===== config.mk =====
export PLATFORM = sky130hd
export DESIGN_NAME = mip_shower_region_tracker
export DESIGN_NICKNAME = d
export VERILOG_FILES = /design/src/rtl/mip_srt_pkg.sv /design/src/rtl/mip_shower_region_tracker.sv /design/src/rtl/mip_srt_front.sv /design/src/rtl/mip_srt_track.sv /design/src/rtl/mip_srt_decide.sv
export VERILOG_INCLUDE_DIRS = /design/src /design/src/rtl
export SDC_FILE = /design/constraint.sdc
export NUM_CORES = 1
export LEC_CHECK = 0
export BUFFER_PORTS_ARGS = -buffer_cell sky130_fd_sc_hd__clkbuf_2
export CAP_MARGIN = 15
export CORE_MARGIN = 3
export CORE_UTILIZATION = 60
export DETAILED_ROUTE_END_ITERATION = 10
export PLACE_DENSITY_LB_ADDON = 0.15
export SYNTH_ARGS = -nofsm -noshare
export SYNTH_HDL_FRONTEND = slang
export SYNTH_SLANG_ARGS = --single-unit

===== constraint.sdc =====
create_clock -name i_clk -period 4.3 [get_ports i_clk]
set_input_delay 0.86 -clock i_clk [delete_from_list [all_inputs] [get_ports i_clk]]
set_output_delay 0.86 -clock i_clk [all_outputs]
set_load 0.02 [all_outputs]

===== src/rtl/mip_shower_region_tracker_defines.svh =====
// ----------------------------------------------------------------------------
// mip shower region tracker assertion macros
// concurrent assertion helpers, empty bodies when synthesizing
// ----------------------------------------------------------------------------
`ifndef MIP_SHOWER_REGION_TRACKER_DEFINES_SVH
`define MIP_SHOWER_REGION_TRACKER_DEFINES_SVH

`ifndef SYNTHESIS
// property must hold at every clock edge out of reset
`define SRT_ASSERT(lbl, clk, rst_n, prop, msg) \
    lbl: assert property (@(posedge clk) disable iff (!rst_n) prop) else $error(msg);
// expression must never be true out of reset
`define SRT_ASSERT_NEVER(lbl, clk, rst_n, expr, msg) \
    lbl: assert property (@(posedge clk) disable iff (!rst_n) !(expr)) else $error(msg);
`else
`define SRT_ASSERT(lbl, clk, rst_n, prop, msg)
`define SRT_ASSERT_NEVER(lbl, clk, rst_n, expr, msg)
`endif

`endif


===== src/rtl/mip_srt_pkg.sv =====
// ----------------------------------------------------------------------------
// mip shower region tracker package
// shared widths, codes, payload and control structs
// ----------------------------------------------------------------------------
package mip_srt_pkg;

    localparam int LAYER_BITS = 8;
    localparam int CMP_W      = (LAYER_BITS > 8) ? LAYER_BITS : 8;
    localparam int CNT_W      = 5;
    localparam int CFG_IDX_W  = 8;
    localparam int CFG_DATA_W = 8;
    localparam int WQ_DEPTH   = 2;
    localparam int OQ_DEPTH   = 2;

    localparam logic [LAYER_BITS-1:0] LAYER_UNSET = '1;

    // configuration register indexes
    localparam logic [CFG_IDX_W-1:0] CFG_MIP_RUN_NEEDED       = 8'd0;
    localparam logic [CFG_IDX_W-1:0] CFG_SHOWER_RUN_NEEDED    = 8'd1;
    localparam logic [CFG_IDX_W-1:0] CFG_MAX_MISSED_LAYERS    = 8'd2;
    localparam logic [CFG_IDX_W-1:0] CFG_MIN_MIP2_SPAN        = 8'd3;
    localparam logic [CFG_IDX_W-1:0] CFG_MAX_SHOWER_BEGIN     = 8'd4;
    localparam logic [CFG_IDX_W-1:0] CFG_MIN_SHOWER_SPAN      = 8'd5;
    localparam logic [CFG_IDX_W-1:0] CFG_MAX_SHOWER_BEGIN_ALT = 8'd6;
    localparam logic [CFG_IDX_W-1:0] CFG_MIN_SHOWER_SPAN_ALT  = 8'd7;

    typedef enum logic [1:0] {
        MODE_MIP1   = 2'd0,
        MODE_SHOWER = 2'd1,
        MODE_MIP2   = 2'd2
    } t_region;

    typedef enum logic [1:0] {
        KIND_NONE   = 2'd0,
        KIND_MIP    = 2'd1,
        KIND_SHOWER = 2'd2,
        KIND_BOTH   = 2'd3
    } t_kind;

    typedef struct packed {
        logic [LAYER_BITS-1:0] layer;
        logic                  mip_found;
        logic                  shower_found;
        logic                  last_layer;
    } t_in;

    typedef struct packed {
        logic                  fragment;
        logic [LAYER_BITS-1:0] shower_begin;
        logic [LAYER_BITS-1:0] shower_finish;
    } t_out;

    typedef struct packed {
        logic [LAYER_BITS-1:0] layer;
        t_kind                 kind;
        logic                  last_layer;
    } t_work;

    typedef struct packed {
        logic [LAYER_BITS-1:0] mip2_begin;
        logic [LAYER_BITS-1:0] mip2_finish;
        logic [LAYER_BITS-1:0] shower_begin;
        logic [LAYER_BITS-1:0] shower_finish;
    } t_snap;

    typedef struct packed {
        logic [3:0] mip_run_needed;
        logic [3:0] shower_run_needed;
        logic [3:0] max_missed_layers;
        logic [7:0] min_mip2_span;
        logic [7:0] max_shower_begin;
        logic [7:0] min_shower_span;
        logic [7:0] max_shower_begin_alt;
        logic [7:0] min_shower_span_alt;
    } t_cfg;

    localparam t_cfg CFG_RESET = '{
        mip_run_needed:       4'd2,
        shower_run_needed:    4'd2,
        max_missed_layers:    4'd1,
        min_mip2_span:        8'd4,
        max_shower_begin:     8'd20,
        min_shower_span:      8'd4,
        max_shower_begin_alt: 8'd5,
        min_shower_span_alt:  8'd200
    };

endpackage


===== src/rtl/mip_shower_region_tracker.sv =====
// ----------------------------------------------------------------------------
// mip shower region tracker
// follows first mip, shower and second mip regions over a cluster's layers
// ----------------------------------------------------------------------------
// Feed the layers of one cluster in order, one item per layer, through the
// push/full side; the item marked last_layer produces one result on the
// empty/pop side (fragment flag, shower begin and finish layers, all ones when
// not found) and clears the per-cluster state for the next cluster. Layers are
// taken at one per cycle for as long as the result side keeps up: a small work
// queue feeds the region tracker, which updates its registers per layer, and
// the fragment decision is made from the registered snapshot of the layer
// marks and pushed into a two-entry result queue, after the work queue and
// the snapshot register. The only backpressure point is a last layer meeting
// a full result queue. Registers are written through the valid/ready port,
// which is always ready; write them only while no cluster is in flight.
// Unknown register indexes are dropped.
// ----------------------------------------------------------------------------
module mip_shower_region_tracker (
    input  logic                                  i_clk,
    input  logic                                  i_rst_n,
    // layer items in
    input  logic                                  push,
    output logic                                  full,
    input  mip_srt_pkg::t_in                      i_in,
    // decisions out
    output logic                                  empty,
    input  logic                                  pop,
    output mip_srt_pkg::t_out                     o_out,
    // register writes
    input  logic                                  valid,
    output logic                                  ready,
    input  logic [mip_srt_pkg::CFG_IDX_W-1:0]     i_cfg_index,
    input  logic [mip_srt_pkg::CFG_DATA_W-1:0]    i_cfg_data
);

    mip_srt_pkg::t_cfg  r_cfg, n_cfg;
    logic               w_wk_vld;
    mip_srt_pkg::t_work w_wk;
    logic               w_wk_pop;
    logic               w_snap_vld;
    mip_srt_pkg::t_snap w_snap;
    logic               w_snap_take;

    // register file, writes always accepted
    assign ready = 1'b1;

    always_comb begin
        n_cfg = r_cfg;
        if (valid) begin
            unique case (i_cfg_index)
                mip_srt_pkg::CFG_MIP_RUN_NEEDED:       n_cfg.mip_run_needed = i_cfg_data[3:0];
                mip_srt_pkg::CFG_SHOWER_RUN_NEEDED:    n_cfg.shower_run_needed = i_cfg_data[3:0];
                mip_srt_pkg::CFG_MAX_MISSED_LAYERS:    n_cfg.max_missed_layers = i_cfg_data[3:0];
                mip_srt_pkg::CFG_MIN_MIP2_SPAN:        n_cfg.min_mip2_span = i_cfg_data[7:0];
                mip_srt_pkg::CFG_MAX_SHOWER_BEGIN:     n_cfg.max_shower_begin = i_cfg_data[7:0];
                mip_srt_pkg::CFG_MIN_SHOWER_SPAN:      n_cfg.min_shower_span = i_cfg_data[7:0];
                mip_srt_pkg::CFG_MAX_SHOWER_BEGIN_ALT: n_cfg.max_shower_begin_alt = i_cfg_data[7:0];
                mip_srt_pkg::CFG_MIN_SHOWER_SPAN_ALT:  n_cfg.min_shower_span_alt = i_cfg_data[7:0];
                default: ;
            endcase
        end
    end

    always_ff @(posedge i_clk) begin
        if (!i_rst_n) begin
            r_cfg <= mip_srt_pkg::CFG_RESET;
        end else begin
            r_cfg <= n_cfg;
        end
    end

    // front: accept and classify layers
    mip_srt_front u_front (
        .i_clk    (i_clk),
        .i_rst_n  (i_rst_n),
        .i_push   (push),
        .o_full   (full),
        .i_in     (i_in),
        .o_wk_vld (w_wk_vld),
        .o_wk     (w_wk),
        .i_wk_pop (w_wk_pop)
    );

    // back: region tracking per layer
    mip_srt_track u_track (
        .i_clk       (i_clk),
        .i_rst_n     (i_rst_n),
        .i_cfg       (r_cfg),
        .i_wk_vld    (w_wk_vld),
        .i_wk        (w_wk),
        .o_wk_pop    (w_wk_pop),
        .o_snap_vld  (w_snap_vld),
        .o_snap      (w_snap),
        .i_snap_take (w_snap_take)
    );

    // back: fragment decision and result queue
    mip_srt_decide u_decide (
        .i_clk       (i_clk),
        .i_rst_n     (i_rst_n),
        .i_cfg       (r_cfg),
        .i_snap_vld  (w_snap_vld),
        .i_snap      (w_snap),
        .o_snap_take (w_snap_take),
        .o_empty     (empty),
        .i_pop       (pop),
        .o_out       (o_out)
    );

endmodule


===== src/rtl/mip_srt_front.sv =====
// ----------------------------------------------------------------------------
// mip shower region tracker front end
// accepts layer items, classifies the hit flags, queues work for the tracker
// ----------------------------------------------------------------------------
`include "mip_shower_region_tracker_defines.svh"

module mip_srt_front (
    input  logic               i_clk,
    input  logic               i_rst_n,
    input  logic               i_push,
    output logic               o_full,
    input  mip_srt_pkg::t_in   i_in,
    output logic               o_wk_vld,
    output mip_srt_pkg::t_work o_wk,
    input  logic               i_wk_pop
);

    localparam int DEPTH = mip_srt_pkg::WQ_DEPTH;
    localparam int PTR_W = (DEPTH > 1) ? $clog2(DEPTH) : 1;
    localparam int CNT_W = $clog2(DEPTH + 1);

    mip_srt_pkg::t_work r_mem [DEPTH];
    logic [PTR_W-1:0]   r_wr_ptr, n_wr_ptr;
    logic [PTR_W-1:0]   r_rd_ptr, n_rd_ptr;
    logic [CNT_W-1:0]   r_count, n_count;
    mip_srt_pkg::t_work w_cls;
    logic               w_wr;
    logic               w_rd;

    // hit flag classification
    always_comb begin
        w_cls.layer      = i_in.layer;
        w_cls.last_layer = i_in.last_layer;
        unique case ({i_in.mip_found, i_in.shower_found})
            2'b10:   w_cls.kind = mip_srt_pkg::KIND_MIP;
            2'b01:   w_cls.kind = mip_srt_pkg::KIND_SHOWER;
            2'b11:   w_cls.kind = mip_srt_pkg::KIND_BOTH;
            default: w_cls.kind = mip_srt_pkg::KIND_NONE;
        endcase
    end

    assign o_full   = (r_count == CNT_W'(DEPTH));
    assign o_wk_vld = (r_count != '0);
    assign o_wk     = r_mem[r_rd_ptr];
    assign w_wr     = i_push && !o_full;
    assign w_rd     = i_wk_pop && o_wk_vld;

    always_comb begin
        n_wr_ptr = r_wr_ptr;
        n_rd_ptr = r_rd_ptr;
        if (w_wr) begin
            n_wr_ptr = (r_wr_ptr == PTR_W'(DEPTH - 1)) ? '0 : r_wr_ptr + 1'b1;
        end
        if (w_rd) begin
            n_rd_ptr = (r_rd_ptr == PTR_W'(DEPTH - 1)) ? '0 : r_rd_ptr + 1'b1;
        end
        n_count = r_count + CNT_W'(w_wr) - CNT_W'(w_rd);
    end

    always_ff @(posedge i_clk) begin
        if (!i_rst_n) begin
            r_wr_ptr <= '0;
            r_rd_ptr <= '0;
            r_count  <= '0;
        end else begin
            r_wr_ptr <= n_wr_ptr;
            r_rd_ptr <= n_rd_ptr;
            r_count  <= n_count;
        end
    end

    always_ff @(posedge i_clk) begin
        if (w_wr) begin
            r_mem[r_wr_ptr] <= w_cls;
        end
    end

    `SRT_ASSERT(a_front_push_counts, i_clk, i_rst_n, (w_wr && !w_rd) |=> (r_count == $past(r_count) + 1'b1), "front queue count did not follow a push")

endmodule


===== src/rtl/mip_srt_track.sv =====
// ----------------------------------------------------------------------------
// mip shower region tracker region state
// per-layer region update, snapshot of the layer marks on the last layer
// ----------------------------------------------------------------------------
`include "mip_shower_region_tracker_defines.svh"

module mip_srt_track (
    input  logic               i_clk,
    input  logic               i_rst_n,
    input  mip_srt_pkg::t_cfg  i_cfg,
    input  logic               i_wk_vld,
    input  mip_srt_pkg::t_work i_wk,
    output logic               o_wk_pop,
    output logic               o_snap_vld,
    output mip_srt_pkg::t_snap o_snap,
    input  logic               i_snap_take
);

    localparam int LW = mip_srt_pkg::LAYER_BITS;
    localparam int CW = mip_srt_pkg::CNT_W;

    mip_srt_pkg::t_region r_mode, n_mode;
    logic                 r_stopped, n_stopped;
    logic [CW-1:0]        r_missed, n_missed;
    logic [CW-1:0]        r_mip_run, n_mip_run;
    logic [CW-1:0]        r_shower_run, n_shower_run;
    logic [LW-1:0]        r_m2b, n_m2b;
    logic [LW-1:0]        r_m2f, n_m2f;
    logic [LW-1:0]        r_sb, n_sb;
    logic [LW-1:0]        r_sf, n_sf;
    logic                 r_snap_vld, n_snap_vld;
    mip_srt_pkg::t_snap   r_snap, n_snap;

    mip_srt_pkg::t_region u_mode;
    logic                 u_stopped;
    logic [CW-1:0]        u_missed, u_mip_run, u_shower_run;
    logic [LW-1:0]        u_m2b, u_m2f, u_sb, u_sf;
    logic [CW-1:0]        w_inc;
    logic                 w_mip, w_shw;
    logic                 w_take;

    function automatic logic [CW-1:0] sat_inc(input logic [CW-1:0] v);
        return (&v) ? v : v + 1'b1;
    endfunction

    assign w_mip = (i_wk.kind == mip_srt_pkg::KIND_MIP) ||
                   (i_wk.kind == mip_srt_pkg::KIND_BOTH);
    assign w_shw = (i_wk.kind == mip_srt_pkg::KIND_SHOWER) ||
                   (i_wk.kind == mip_srt_pkg::KIND_BOTH);

    // a last layer waits while the previous snapshot is still held
    assign w_take   = i_wk_vld && (!i_wk.last_layer || !r_snap_vld || i_snap_take);
    assign o_wk_pop = w_take;

    // region update for one layer
    always_comb begin
        u_mode       = r_mode;
        u_stopped    = r_stopped;
        u_missed     = r_missed;
        u_mip_run    = r_mip_run;
        u_shower_run = r_shower_run;
        u_m2b        = r_m2b;
        u_m2f        = r_m2f;
        u_sb         = r_sb;
        u_sf         = r_sf;
        w_inc        = '0;
        if (!r_stopped) begin
            u_missed = (w_mip || w_shw) ? '0 : sat_inc(r_missed);
            if (w_mip && r_mode == mip_srt_pkg::MODE_MIP2) begin
                u_m2f = i_wk.layer;
            end
            if (w_shw && r_mode == mip_srt_pkg::MODE_SHOWER) begin
                u_sf = i_wk.layer;
            end
            case (i_wk.kind)
                mip_srt_pkg::KIND_MIP: begin
                    case (r_mode) inside
                        mip_srt_pkg::MODE_MIP1, mip_srt_pkg::MODE_MIP2: begin
                            u_shower_run = '0;
                        end
                        mip_srt_pkg::MODE_SHOWER: begin
                            w_inc     = sat_inc(r_mip_run);
                            u_mip_run = w_inc;
                            if (w_inc == CW'(i_cfg.mip_run_needed)) begin
                                u_mode       = mip_srt_pkg::MODE_MIP2;
                                u_shower_run = '0;
                            end else begin
                                u_m2b = i_wk.layer;
                            end
                        end
                        default: ;
                    endcase
                end
                mip_srt_pkg::KIND_SHOWER: begin
                    case (r_mode) inside
                        mip_srt_pkg::MODE_SHOWER: begin
                            u_mip_run = '0;
                        end
                        mip_srt_pkg::MODE_MIP1, mip_srt_pkg::MODE_MIP2: begin
                            w_inc        = sat_inc(r_shower_run);
                            u_shower_run = w_inc;
                            if (w_inc == CW'(i_cfg.shower_run_needed)) begin
                                if (r_mode == mip_srt_pkg::MODE_MIP1) begin
                                    u_mode       = mip_srt_pkg::MODE_SHOWER;
                                    u_shower_run = '0;
                                end else begin
                                    u_stopped = 1'b1;
                                end
                            end else if (r_mode == mip_srt_pkg::MODE_MIP1) begin
                                u_sb = i_wk.layer;
                            end
                        end
                        default: ;
                    endcase
                end
                default: ;
            endcase
            if (u_missed > CW'(i_cfg.max_missed_layers)) begin
                u_stopped = 1'b1;
            end
        end
    end

    // commit, and clear the cluster after its last layer
    always_comb begin
        n_mode       = r_mode;
        n_stopped    = r_stopped;
        n_missed     = r_missed;
        n_mip_run    = r_mip_run;
        n_shower_run = r_shower_run;
        n_m2b        = r_m2b;
        n_m2f        = r_m2f;
        n_sb         = r_sb;
        n_sf         = r_sf;
        n_snap_vld   = r_snap_vld && !i_snap_take;
        n_snap       = r_snap;
        if (w_take) begin
            if (i_wk.last_layer) begin
                n_snap_vld          = 1'b1;
                n_snap.mip2_begin    = u_m2b;
                n_snap.mip2_finish   = u_m2f;
                n_snap.shower_begin  = u_sb;
                n_snap.shower_finish = u_sf;
                n_mode       = mip_srt_pkg::MODE_MIP1;
                n_stopped    = 1'b0;
                n_missed     = '0;
                n_mip_run    = '0;
                n_shower_run = '0;
                n_m2b        = mip_srt_pkg::LAYER_UNSET;
                n_m2f        = mip_srt_pkg::LAYER_UNSET;
                n_sb         = mip_srt_pkg::LAYER_UNSET;
                n_sf         = mip_srt_pkg::LAYER_UNSET;
            end else begin
                n_mode       = u_mode;
                n_stopped    = u_stopped;
                n_missed     = u_missed;
                n_mip_run    = u_mip_run;
                n_shower_run = u_shower_run;
                n_m2b        = u_m2b;
                n_m2f        = u_m2f;
                n_sb         = u_sb;
                n_sf         = u_sf;
            end
        end
    end

    always_ff @(posedge i_clk) begin
        if (!i_rst_n) begin
            r_mode       <= mip_srt_pkg::MODE_MIP1;
            r_stopped    <= 1'b0;
            r_missed     <= '0;
            r_mip_run    <= '0;
            r_shower_run <= '0;
            r_m2b        <= mip_srt_pkg::LAYER_UNSET;
            r_m2f        <= mip_srt_pkg::LAYER_UNSET;
            r_sb         <= mip_srt_pkg::LAYER_UNSET;
            r_sf         <= mip_srt_pkg::LAYER_UNSET;
            r_snap_vld   <= 1'b0;
        end else begin
            r_mode       <= n_mode;
            r_stopped    <= n_stopped;
            r_missed     <= n_missed;
            r_mip_run    <= n_mip_run;
            r_shower_run <= n_shower_run;
            r_m2b        <= n_m2b;
            r_m2f        <= n_m2f;
            r_sb         <= n_sb;
            r_sf         <= n_sf;
            r_snap_vld   <= n_snap_vld;
        end
    end

    always_ff @(posedge i_clk) begin
        r_snap <= n_snap;
    end

    assign o_snap_vld = r_snap_vld;
    assign o_snap     = r_snap;

    `SRT_ASSERT(a_track_stop_holds, i_clk, i_rst_n, (r_stopped && !(w_take && i_wk.last_layer)) |=> r_stopped, "tracking restarted inside a cluster")
    `SRT_ASSERT(a_track_clear_after_last, i_clk, i_rst_n, (w_take && i_wk.last_layer) |=> (r_mode == mip_srt_pkg::MODE_MIP1 && !r_stopped && r_sf == mip_srt_pkg::LAYER_UNSET), "cluster state not cleared after last layer")
    `SRT_ASSERT_NEVER(a_track_snap_overrun, i_clk, i_rst_n, w_take && i_wk.last_layer && r_snap_vld && !i_snap_take, "snapshot overwritten before taken")

endmodule


===== src/rtl/mip_srt_decide.sv =====
// ----------------------------------------------------------------------------
// mip shower region tracker decision stage
// fragment decision from the cluster snapshot, result queue
// ----------------------------------------------------------------------------
`include "mip_shower_region_tracker_defines.svh"

module mip_srt_decide (
    input  logic               i_clk,
    input  logic               i_rst_n,
    input  mip_srt_pkg::t_cfg  i_cfg,
    input  logic               i_snap_vld,
    input  mip_srt_pkg::t_snap i_snap,
    output logic               o_snap_take,
    output logic               o_empty,
    input  logic               i_pop,
    output mip_srt_pkg::t_out  o_out
);

    localparam int LW    = mip_srt_pkg::LAYER_BITS;
    localparam int CMW   = mip_srt_pkg::CMP_W;
    localparam int DEPTH = mip_srt_pkg::OQ_DEPTH;
    localparam int PTR_W = (DEPTH > 1) ? $clog2(DEPTH) : 1;
    localparam int CNT_W = $clog2(DEPTH + 1);

    mip_srt_pkg::t_out r_mem [DEPTH];
    logic [PTR_W-1:0]  r_wr_ptr, n_wr_ptr;
    logic [PTR_W-1:0]  r_rd_ptr, n_rd_ptr;
    logic [CNT_W-1:0]  r_count, n_count;
    mip_srt_pkg::t_out w_res;
    logic              w_m2_span, w_sh_span, w_sh_span_alt;
    logic              w_sb_lt, w_sb_lt_alt;
    logic              w_rd;

    // both ends set, end not below start, distance above the limit
    function automatic logic span_exceeds(input logic [LW-1:0] s, input logic [LW-1:0] f,
                                          input logic [7:0] limit);
        logic [LW-1:0] diff;
        diff = f - s;
        if (s == mip_srt_pkg::LAYER_UNSET || f == mip_srt_pkg::LAYER_UNSET || f < s) begin
            return 1'b0;
        end
        return CMW'(diff) > CMW'(limit);
    endfunction

    assign w_m2_span     = span_exceeds(i_snap.mip2_begin, i_snap.mip2_finish,
                                        i_cfg.min_mip2_span);
    assign w_sh_span     = span_exceeds(i_snap.shower_begin, i_snap.shower_finish,
                                        i_cfg.min_shower_span);
    assign w_sh_span_alt = span_exceeds(i_snap.shower_begin, i_snap.shower_finish,
                                        i_cfg.min_shower_span_alt);
    assign w_sb_lt       = CMW'(i_snap.shower_begin) < CMW'(i_cfg.max_shower_begin);
    assign w_sb_lt_alt   = CMW'(i_snap.shower_begin) < CMW'(i_cfg.max_shower_begin_alt);

    always_comb begin
        w_res.shower_begin  = i_snap.shower_begin;
        w_res.shower_finish = i_snap.shower_finish;
        if (i_snap.mip2_finish == mip_srt_pkg::LAYER_UNSET) begin
            w_res.fragment = 1'b0;
        end else if (i_snap.shower_finish != mip_srt_pkg::LAYER_UNSET &&
                     i_snap.shower_begin == mip_srt_pkg::LAYER_UNSET) begin
            w_res.fragment = 1'b1;
        end else begin
            w_res.fragment = (w_m2_span && w_sb_lt && w_sh_span) ||
                             (w_sb_lt_alt && w_sh_span_alt);
        end
    end

    assign o_snap_take = i_snap_vld && (r_count != CNT_W'(DEPTH));
    assign o_empty     = (r_count == '0);
    assign o_out       = r_mem[r_rd_ptr];
    assign w_rd        = i_pop && !o_empty;

    always_comb begin
        n_wr_ptr = r_wr_ptr;
        n_rd_ptr = r_rd_ptr;
        if (o_snap_take) begin
            n_wr_ptr = (r_wr_ptr == PTR_W'(DEPTH - 1)) ? '0 : r_wr_ptr + 1'b1;
        end
        if (w_rd) begin
            n_rd_ptr = (r_rd_ptr == PTR_W'(DEPTH - 1)) ? '0 : r_rd_ptr + 1'b1;
        end
        n_count = r_count + CNT_W'(o_snap_take) - CNT_W'(w_rd);
    end

    always_ff @(posedge i_clk) begin
        if (!i_rst_n) begin
            r_wr_ptr <= '0;
            r_rd_ptr <= '0;
            r_count  <= '0;
        end else begin
            r_wr_ptr <= n_wr_ptr;
            r_rd_ptr <= n_rd_ptr;
            r_count  <= n_count;
        end
    end

    always_ff @(posedge i_clk) begin
        if (o_snap_take) begin
            r_mem[r_wr_ptr] <= w_res;
        end
    end

    `SRT_ASSERT_NEVER(a_decide_count_bound, i_clk, i_rst_n, r_count > CNT_W'(DEPTH), "result queue count beyond depth")

endmodule

Yosys cells after proc, flatten, opt, wreduce, memory -nomap -nowiden

Memories as Yosys holds them, arrays and structs flattened. A register that Yosys moved wholly into a read port is not among the register bits.
Index checks and enable logic that the tools add are counted.
W data, S select, Z words.

Register bits: 143
Latch bits: 0
Bits in writable memories: 56
Memory bits (read-only): 0
Input bits: 32
Output and inout bits: 20
Logic and storage cells: 218
Memories: 2

Add/subtract/negate cells: 13
Multiply operators: 0
Divide/modulo/power cells: 0
Magnitude comparators: 8
Eq/ne operators: 35
Shift-type cells: 0
Mux-type cells: 83
Bitwise operators: 0
Reductions and logical operators: 49

Memories:

| name           | depth | width | read ports | clocked after Yosys merged registers in | write ports | line                 | RTL |
|---|---|---|---|---|---|---|---|
| u_decide.r_mem | 2     | 17    | 1          | 1                                       | 1           | mip_srt_decide.sv:25 | `mip_srt_pkg::t_out r_mem [DEPTH];` |
| u_front.r_mem  | 2     | 11    | 1          | 1                                       | 1           | mip_srt_front.sv:22  | `mip_srt_pkg::t_work r_mem [DEPTH];` |

Operator list:

| operator              | number |
|---|---|
| $mux W8               | 19 |
| $mux W5               | 20 |
| $eq A8 B3 Y1 const B  | 4 |
| $eq A8 B8 Y1 const B  | 4 |
| $lt A8 B8 Y1          | 4 |
| $mux W1               | 31 |
| $gt A8 B8 Y1          | 3 |
| $ne A3 B2 Y1 const B  | 8 |
| $pmux W5 S2           | 2 |
| $reduce_and A2 Y1     | 10 |
| $mux W2               | 9 |
| $eq A8 B2 Y1 const B  | 2 |
| $sub A8 B8 Y8         | 2 |
| $add A5 B1 Y5 const B | 3 |
| $reduce_and A5 Y1     | 3 |
| $eq A2 B2 Y1 const B  | 6 |
| $logic_and A1 B1 Y1   | 12 |
| $eq A5 B4 Y1          | 2 |
| $logic_or A1 B1 Y1    | 10 |
| $reduce_and A10 Y1    | 1 |
| $eq A8 B1 Y1 const B  | 1 |
| $logic_not A8 Y1      | 1 |
| $ne A4 B3 Y1 const B  | 2 |
| $ne A8 B8 Y1 const B  | 1 |
| 16 further kinds      | 28 |

Longest topological paths before layout

Gate-level depths: netlist of run 1.

Word-level depth: 10
Depth in mapped cells: 17

Modules after synthesis

Synthesis of run 1 repeated with hierarchy kept, for this count alone.

Cell total of the unflattened synthesis: 959
Area, all modules: 10189.8 um2

Modules (own cells, without submodules):

| module                    | instances | cells each | area an instance (um2) | seq. area each (um2) |
|---|---|---|---|---|
| mip_srt_track             | 1         | 390        | 3987.6                 | 1981.9 |
| mip_srt_decide            | 1         | 307        | 3085.5                 | 1121.1 |
| mip_shower_region_tracker | 1         | 199        | 2079.5                 | 1041.0 |
| mip_srt_front             | 1         | 63         | 1037.2                 | 760.7 |

Least setup slack after synthesis of run 1

Ideal clock, no wire load.

Path type: reg-to-reg
Start: reg u_track.r_snap (netlist bit u_track.o_snap[0])
End: mem u_decide.r_mem[0][16] (netlist name), data pin
Setup time: 197 ps
Arrival time: 3033 ps
Required time: 4103 ps
Setup slack: 1070 ps
Stages on the path, launching flop included: 18
Clock period less this slack: 3230 ps
Cell sequence: edfxtp_1 inv_1 ha_1 inv_1 fa_1 a21o_1 a21oi_1 o21bai_1 a21oi_1 xnor2_1 ha_1 and3_1 nand3_1 nor2_1 nor2_1 nand4_1 o311a_1 nor4_1

RTL lines:

| element                  | line                 | RTL |
|---|---|---|
| start: declaration       | mip_srt_track.sv:32  | `mip_srt_pkg::t_snap r_snap, n_snap;` |
| start signal: assignment | mip_srt_track.sv:194 | `r_snap <= n_snap;` |
| end: declaration         | mip_srt_decide.sv:25 |  |

==> flow_summary.yaml, run 1 <==
status:
  status: "finished, final reports clean"
power_and_ir_drop:
  power_leakage_nw: 4.688
  p_int_mw: 4.027
  p_clk_frac: 0.313
  p_switching_mw: 1.984
  ir_worst_vdd_mv: 0.5115
  p_per_area_nw_per_um2: 544.4
  pwr-share-comb: 0.290
  sw_frac_of_total: 0.3301
  seqPwrFrac: 0.397
drt:
  avgViaCountPerCell: 5.619
  totalWireLength_mm: 20.02
  drt_pass1_iterations: 5
  avgRoutedWirePerCell_um: 16.26
  ant_nets: 0
  vias: 6917
  drtIter0Drc: 517
  drc_errors: 0
hold_path:
  hp-class: "reg2reg"
  min_path_cells: 2
timing:
  rsz0062_at_grt: "no"
  worst_slack_ns: 0.6065
  max_slew.worst_pin.slew_ns: 0.9102
  final.setup_skew_ns: 0.009575
  hold_viol_final: 0
  timing.fmax_ghz: 0.2707
  whs_ns: 0.4754
  tns_ns: 0
  maxSlewHeadroom: 0.3910
  setup_viol: 0
  slew_violations: 0
  period_share: 0.8590
  period_minus_slack_ns: 3.693
global_route:
  track_usage: 0.2260
  grt_pass1_vias: 6693
  use_met1: 0.2978
  overflow: 0
  grt_max_degree: 61
  grt_pass1_wl_mm: 33.20
  gr-usage-met3: 0.02963
  antenna_found_initial: 0
  busiest_layer: "met2"
  met2_usage: 0.3908
yosys:
  ys_warn_count: 0
  synth_area_per_cell_sq_um: 10.31
  syn_area_sq_um: 9886
  ys_types: 74
  yosys_most_used_dff: "dfxtp_1"
  synth_seq_cells: 201
  synthArstFlopShare: 0
  synth-seq-area-share: 0.4961
  synth_edf_count: 88
  synth_fp_nets: 1058
  synthCells: 959
die:
  die_x_um: 134.4
  design.core.area_sq_um: 16000
  initial_utilization: 0.6178
  die_area_sq_um: 18050
  die_h_um: 134.4
  pin_count: 52
  rows: 46
cells_and_area:
  area_growth_pct: 11.69
  finalNonFillerCells: 1231
  mostFrequentLayoutCells: "120 x nor2_1, 113 x dfxtp_1, 88 x edfxtp_1"
  drive_gt1_frac: 0.1448
  seqCellArea_sq_um: 4905
  final_util: 0.6901
  antenna_cells: 0
  fillers: 1257
  finalNetCount: 1098
  final_common_cell: "nor2_1"
  multi_input_area_sq_um: 4508
critical_path:
  crit_cells: 17
  cp_num_buf_inv: 2
  start_kind: "flop"
  critical_path.top_delay_family: "compound AO/OA/AOI/OAI gates"
  cp_cell_sequence: "inv_1 -> ha_1 -> inv_1 -> fa_1 -> a21o_1 -> a21oi_1 -> o21bai_1 -> a21oi_1 -> xnor2_1 -> ha_1 -> and3_1 -> nand3_1 -> nor2_1 -> nor2_1 -> nand4_1 -> o311a_1 -> nor4_1"
  critPathMaxFanout: 4
  cp.arrival_ns: 3.95
  worstSetupPathType: "reg2reg"
  slowest_stage: "edfxtp_1"
  slowest_delay_ns: 0.42
  rr_worst_depth: 17
  cp_data_required_time_ns: 4.56
  worst_setup_path_end_kind: "flop"
clock_network:
  cts_buffers: 22
  htreeDepth: 1
  numClockSinks: 201
  clk-insertion-delay-late_ns: 0.50
  hold_buffers: 0
  cts_resized: 0
  ctsRootBufferMaster: "clkbuf_16"
  cts_tree: "done"
  cts.clk_slew.worst_paths_ns: 0.06
  clock_tree.buffer_depth: 3
  post_cts.repair.setup_buffers: 0
place:
  routabilityCongestion: 0.8791
  dp_slack_ns: 0.6610
  dp_hpwl_mm: 14.12
  dp_cells: 1191
  portBuffers: 50
flow_run:
  maxCapViolCount: 0
[synth_stat cells, types with 3 or more instances]
cell type  number  area share
ha_1           65       0.082
buf_2           3      0.0015
a22oi_1         4      0.0030
o211ai_2        8       0.010
nand2b_1       10      0.0063
inv_1          76       0.029
xnor2_1        16       0.014
dfxtp_1       113        0.23
mux2i_1        69       0.070
edfxtp_1       88        0.27
nand2_1        66       0.025
nand3_1        10      0.0051
a31oi_1         6      0.0038
xor2_1         15       0.013
o311ai_0        7      0.0062
a21o_1         12      0.0091
and3_1          4      0.0025
o21ai_1        11      0.0056
nor3b_1         4      0.0030
nor4_1          4      0.0025
o21ai_0        35       0.018
mux2_2         17       0.019
a211oi_1        5      0.0038
o211ai_1       12      0.0091
o21a_1          4      0.0030
nand3b_1        3      0.0023
nor2_1        122       0.046
nand4_1        16       0.010
a21oi_1        45       0.023
nor2b_1         7      0.0044
o21bai_1        6      0.0046
nor3_1          4      0.0020
clkbuf_1       38       0.014
o22ai_1         5      0.0032
and2_1          3      0.0019
[worst register-to-register path, cell delays in order, from the launching register on]
cell	delay, ns
edfxtp_1	0.42
inv_1	0.09
ha_1	0.14
inv_1	0.06
fa_1	0.41
a21o_1	0.18
a21oi_1	0.21
o21bai_1	0.09
a21oi_1	0.22
xnor2_1	0.19
ha_1	0.29
and3_1	0.17
nand3_1	0.08
nor2_1	0.05
nor2_1	0.10
nand4_1	0.10
o311a_1	0.29
nor4_1	0.38
[cell families after synthesis]
kind of cell               synth area share
DFF                                  0.4961
AOI/OAI and AO/OA                    0.1234
muxes                               0.08923
buffers and inverters               0.04898
xor gates and xnor gates            0.02746
other                             0.0003793
and+or+nand+nor                      0.1281
adders and majority gates           0.08632
[per-stage QoR]
stage	power, mW	instance area (sq um)
5_1_grt	6.379	11040
2_1_floorplan	3.686	9886
3_5_place_dp	4.168	10310
4_1_cts	6.050	11040
6_report	6.011	11040
3_3_place_gp	4.117	10310
[state kept, by name (all words and copies together) (netlist names), 5 cells and up, named ones only]
name and cells:
u_track.r_m2f 8, u_track.r_m2b 8, u_track.r_mip_run 5, u_track.r_missed 5, u_track.r_shower_run 5, u_track.o_snap 32, r_cfg 52, u_decide.r_mem 34
u_front.r_mem 22, u_track.r_sf 8, u_track.r_sb 8
[power groups by stage]
stage	sequential (mW)	clock (mW)	combinational, mW
final	2.39	1.88	1.74
after floorplan	2.35	0	1.33
after global routing	2.41	2.00	1.97
after CTS	2.38	1.91	1.75
after detailed placement	2.42	0	1.74
after global placement	2.42	0	1.70
[layout make-up]
type	count	area share
clock buffers	26	0.05405
clock inverters	14	0.01235
inverters	78	0.02652
multi-input cells	635	0.4083
flip-flops and latches	201	0.4442
well taps	216	0.02448
repair buffers	61	0.03014
[layer usage]
layer / vias up / wire length [um]
met4: 0 / 531
met3: 33 / 738
met5: - / 0
met1: 3280 / 8976
li1: 3464 / -
met2: 140 / 9771
[path summary, 6_finish.rpt]
check / slack [ns] / start / endpoint
min: 0.48 / r_cfg[26]$_SDFFE_PN1P_ / r_cfg[26]$_SDFFE_PN1P_
min reg2reg: 0.48 / r_cfg[26]$_SDFFE_PN1P_ / r_cfg[26]$_SDFFE_PN1P_
max: 0.61 / u_track.o_snap[0]$_DFFE_PP_ / u_decide.r_mem[1][16]$_DFFE_PP_
max reg2reg: 0.61 / u_track.o_snap[0]$_DFFE_PP_ / u_decide.r_mem[1][16]$_DFFE_PP_
No activity file was read; power rests on OpenSTA's default activity.
==> run 2: changes to the inputs <==
CORE_ASPECT_RATIO = 1.2   (was not set)
MAX_ROUTING_LAYER = met4   (was not set)
==> run 2 against run 1 <==
Against the previous run: die area about the same; register-to-register slack worse by 0.08 ns; utilization down 0.057 points; setup slack worse by 0.083 ns; sequential power about the same; hold slack about the same; maximum frequency down 2.2%; sequential share of layout area up 0.34 points; count of clock-buffer cells in the layout up 6; clock power down 8%; global-route usage up 0.60 points; final cell count down 1.1%.
==> flow_summary.yaml, run 2 (synthesis results as in run 1) <==
clock_network:
  clk-insertion-delay-late_ns: 0.50
  hold_buffers: 0
  cts_tree: "done"
  cts.clk_slew.worst_paths_ns: 0.06
  cts_buffers: 20
  cts_resized: 0
  clock_tree.buffer_depth: 3
  htreeDepth: 1
  numClockSinks: 201
  post_cts.repair.setup_buffers: 0
  ctsRootBufferMaster: "clkbuf_16"
cells_and_area:
  antenna_cells: 0
  regMostFlops: "r_cfg"
  area_growth_pct: 10.83
  final_common_cell: "nor2_1"
  fillers: 1239
  final_util: 0.6895
  finalNetCount: 1096
  mostFrequentLayoutCells: "120 x nor2_1, 113 x dfxtp_1, 88 x edfxtp_1"
  largest_register_ffs: 52
  finalNonFillerCells: 1218
  drive_gt1_frac: 0.1356
  stdcell_area_sq_um: 10960
critical_path:
  worstSetupPathType: "reg2reg"
  worst_setup_path_end_kind: "flop"
  regToRegSetupSlack_ns: 0.52
  cp.arrival_ns: 4.02
  crit_start: "u_track.o_snap[9]$_DFFE_PP_"
  r2r-start: "u_track.o_snap[9]$_DFFE_PP_"
  cp_data_required_time_ns: 4.54
  start_kind: "flop"
  rr_worst_depth: 16
  critPathMaxFanout: 6
  worst_r2r_endpoint: "u_decide.r_mem[1][16]$_DFFE_PP_"
drt:
  avgViaCountPerCell: 5.681
  dr.max_layer_used: "met4"
  ant_nets: 0
  wl_met3_um: 769
  totalWireLength_mm: 20.15
  vias: 6919
  dr_wl_met2_mm: 10.46
  avgRoutedWirePerCell_um: 16.55
  drt_pass1_iterations: 5
  wl_met1_mm: 8.490
  drtIter0Drc: 366
  drc_errors: 0
timing:
  maxSlewHeadroom: 0.3996
  worst_slack_ns: 0.5240
  period_share: 0.8781
  tns_ns: 0
  slew_violations: 0
  period_minus_slack_ns: 3.776
  setup_viol: 0
  timing.fmax_ghz: 0.2648
  rsz0062_at_grt: "no"
  hold_viol_final: 0
  max_slew.worst_pin.slew_ns: 0.9006
  final.setup_skew_ns: 0.02234
  whs_ns: 0.4749
die:
  initial_utilization: 0.6221
  die_x_um: 123.2
  rows: 50
  die_area_sq_um: 18060
  die_h_um: 146.6
  pin_count: 52
  design.core.area_sq_um: 15890
hold_path:
  min-delay-start: "u_track.r_m2b[2]$_SDFFE_PN1P_"
  hp-class: "reg2reg"
  min_path_cells: 2
  hold_path_end: "u_track.r_m2b[2]$_SDFFE_PN1P_"
global_route:
  grt_max_degree: 61
  track_usage: 0.2320
  grt_pass1_vias: 6713
  grt_pass1_wl_mm: 32.84
  overflow: 0
  antenna_found_initial: 0
status:
  status: "finished, final reports clean"
place:
  dp_slack_ns: 0.6402
  routabilityCongestion: 0.8897
  portBuffers: 50
  dpl_cell_area_sq_um: 10300
  dp_hpwl_mm: 14.32
  dp_cells: 1183
power_and_ir_drop:
  power_leakage_nw: 4.639
  finalPower_mw: 5.863
  p_per_area_nw_per_um2: 535.1
  ir_worst_vdd_mv: 0.4745
flow_run:
  maxCapViolCount: 0
[run 2: cell types whose count changed in the layout (fill, tap and decap cells not counted), sizes merged]
cell / before / now
clkinv: 10 / 3
clkbuf: 76 / 82
bufinv: 2 / 1
inv: 80 / 77
[run 2: worst max path at each step]
stage / to / cells past startpoint / slack, ns
2_1_floorplan: u_decide.r_mem[0][16]$_DFFE_PP_ / 17 / 1.07
3_3_place_gp: u_decide.r_mem[0][16]$_DFFE_PP_ / 17 / 0.78
3_5_place_dp: u_decide.r_mem[1][16]$_DFFE_PP_ / 16 / 0.64
4_1_cts: u_decide.r_mem[1][16]$_DFFE_PP_ / 16 / 0.55
5_1_grt: u_decide.r_mem[1][16]$_DFFE_PP_ / 16 / 0.29
6_report: u_decide.r_mem[1][16]$_DFFE_PP_ / 16 / 0.52
[run 2: report_power, final]
group / internal, mW / total [mW] / switching, mW
Clock: 1.03 / 1.73 / 0.698
Sequential: 2.23 / 2.40 / 0.161
Combinational: 0.666 / 1.74 / 1.08
[run 2: layout make-up]
cell class | instances | area [sq um] | share of cell area
clock buffer | 32 | 606.8 | 0.05538
clock inverter | 3 | 51.30 | 0.004682
inverter | 78 | 292.8 | 0.02672
multi-input combinational | 635 | 4508 | 0.4114
sequential | 201 | 4905 | 0.4476
tap | 208 | 260.3 | 0.02375
timing repair buffer | 61 | 332.8 | 0.03038
[run 2: routing by layer]
layer | vias up | track usage
met5 | - | -
met4 | 0 | 0.06427
met3 | 32 | 0.03138
met2 | 126 | 0.4035
met1 | 3296 | 0.2802
li1 | 3465 | -
[run 2: critical path, stage by stage, from the launching register on]
cell	delay (ns)
edfxtp_1	0.48
inv_1	0.15
ha_1	0.24
a21o_1	0.16
a21oi_1	0.22
o21bai_1	0.09
a21oi_1	0.25
o21ai_0	0.17
xor2_1	0.25
ha_1	0.29
and3_1	0.20
nand3_1	0.08
nor2_1	0.04
nor2_1	0.11
nand4_1	0.11
o311a_1	0.30
nor4_1	0.38
==> run 3: changes to the inputs <==
PLACE_DENSITY = 0.79   (was not set)
PLACE_DENSITY_LB_ADDON = not set   (was 0.15)
==> run 3 against run 2 <==
Against the previous run: sequential share of layout area decreased by 0.21 points; critical path type unchanged; first-iteration DRC count increased by 23%; clock skew decreased by 0.0080 ns; largest cell class unchanged; critical path depth increased by 1; sequential power about the same.
==> flow_summary.yaml, run 3 (synthesis results as in run 1) <==
status:
  status: "finished, final reports clean"
timing:
  period_share: 0.8591
  rsz0062_at_grt: "no"
  hold_viol_final: 0
  max_slew.worst_pin.slew_ns: 0.9706
  period_minus_slack_ns: 3.694
  slew_violations: 0
  whs_ns: 0.4728
  maxSlewHeadroom: 0.3529
  timing.fmax_ghz: 0.2707
  final.setup_skew_ns: 0.01430
  setup_viol: 0
  tns_ns: 0
  worst_slack_ns: 0.6059
die:
  design.core.area_sq_um: 15890
  initial_utilization: 0.6221
  pin_count: 52
  die_x_um: 123.2
  die_h_um: 146.6
  rows: 50
  die_area_sq_um: 18060
drt:
  drtIter0Drc: 450
  vias: 7019
  avgViaCountPerCell: 5.749
  drc_errors: 0
  avgRoutedWirePerCell_um: 17.17
  ant_nets: 0
  totalWireLength_mm: 20.97
  drt_pass1_iterations: 5
critical_path:
  cp_data_required_time_ns: 4.57
  r2r-start: "u_track.o_snap[0]$_DFFE_PP_"
  slowest_delay_ns: 0.42
  crit_start: "u_track.o_snap[0]$_DFFE_PP_"
  cp_cell_sequence: "inv_1 -> ha_1 -> inv_1 -> fa_1 -> a21o_1 -> a21oi_1 -> o21bai_1 -> a21oi_1 -> xnor2_1 -> ha_1 -> and3_1 -> nand3_1 -> nor2_1 -> nor2_1 -> nand4_1 -> o311a_1 -> nor4_1"
  worst_r2r_endpoint: "u_decide.r_mem[1][16]$_DFFE_PP_"
  rr_worst_depth: 17
  start_kind: "flop"
  slowest_stage: "edfxtp_1"
  cp.arrival_ns: 3.96
  worst_setup_path_end_kind: "flop"
  endpoint: "u_decide.r_mem[1][16]$_DFFE_PP_"
  worstSetupPathType: "reg2reg"
  critPathMaxFanout: 4
  regToRegSetupSlack_ns: 0.61
clock_network:
  post_cts.repair.setup_buffers: 0
  cts_resized: 0
  clock_tree.buffer_depth: 3
  numClockSinks: 201
  cts_buffers: 21
  htreeDepth: 1
  ctsRootBufferMaster: "clkbuf_16"
  cts.clk_slew.worst_paths_ns: 0.06
  clk-insertion-delay-late_ns: 0.50
  cts_tree: "done"
  hold_buffers: 0
cells_and_area:
  finalNetCount: 1097
  final_util: 0.6928
  area_growth_pct: 11.35
  antenna_cells: 0
  stdcell_area_sq_um: 11010
  fillers: 1205
  mostFrequentLayoutCells: "120 x nor2_1, 113 x dfxtp_1, 88 x edfxtp_1"
  regMostFlops: "r_cfg"
  drive_gt1_frac: 0.1392
  multi_input_area_sq_um: 4508
  finalNonFillerCells: 1221
  final_common_cell: "nor2_1"
  largest_register_ffs: 52
  seqCellArea_sq_um: 4905
power_and_ir_drop:
  p_per_area_nw_per_um2: 541.3
  power_leakage_nw: 4.668
  ir_worst_vdd_mv: 0.3838
  finalPower_mw: 5.959
place:
  dp_slack_ns: 0.6821
  dp_cells: 1183
  portBuffers: 50
  dpl_cell_area_sq_um: 10310
  routabilityCongestion: 0.9156
  dp_hpwl_mm: 14.58
global_route:
  grt_max_degree: 61
  overflow: 0
  grt_pass1_vias: 6887
  antenna_found_initial: 0
  grt_pass1_wl_mm: 33.97
  track_usage: 0.2408
flow_run:
  maxCapViolCount: 0
hold_path:
  hp-class: "reg2reg"
-- run 3: power breakdown --
part,internal (mW),switching [mW]
logic,0.669,1.08
clock network,1.09,0.724
registers,2.24,0.164
total,3.99,1.97
-- run 3: worst min path at each step --
stage                                             start                       endpoint  slack [ns]  depth (start not counted)
after CTS                 u_track.r_m2b[2]$_SDFFE_PN1P_  u_track.r_m2b[2]$_SDFFE_PN1P_        0.47                          2
after floorplan                  r_cfg[28]$_SDFFE_PN1P_         r_cfg[28]$_SDFFE_PN1P_        0.44                          2
after detailed placement  u_track.r_m2b[2]$_SDFFE_PN1P_  u_track.r_m2b[2]$_SDFFE_PN1P_        0.46                          2
after global routing      u_track.r_m2b[2]$_SDFFE_PN1P_  u_track.r_m2b[2]$_SDFFE_PN1P_        0.50                          2
final                     u_track.r_m2b[2]$_SDFFE_PN1P_  u_track.r_m2b[2]$_SDFFE_PN1P_        0.47                          2
after global placement    u_track.r_m2b[4]$_SDFFE_PN1P_  u_track.r_m2b[4]$_SDFFE_PN1P_        0.46                          2
-- run 3: routing by layer --
layer | GRT usage | share of wire
met1 | 0.2903 | 0.42
met2 | 0.4030 | 0.50
met5 | - | 0
met3 | 0.03177 | 0.039
met4 | 0.1008 | 0.042
-- run 3: critical path: cells and delay by family, from the launching register on --
family	cells	cell delay, ns
flops	1	0.42
simple gates	6	0.82
fa+ha+maj	3	0.85
buf+inv	2	0.14
compound gates	5	1.03
xor+xnor	1	0.20
-- run 3: area by class of cell --
cell class,count,area share
clock buffer,32,0.05797
clock inverter,6,0.005342
inverter,78,0.02660
multi-input combinational,635,0.4095
sequential,201,0.4456
tap,208,0.02364
timing repair buffer,61,0.03137
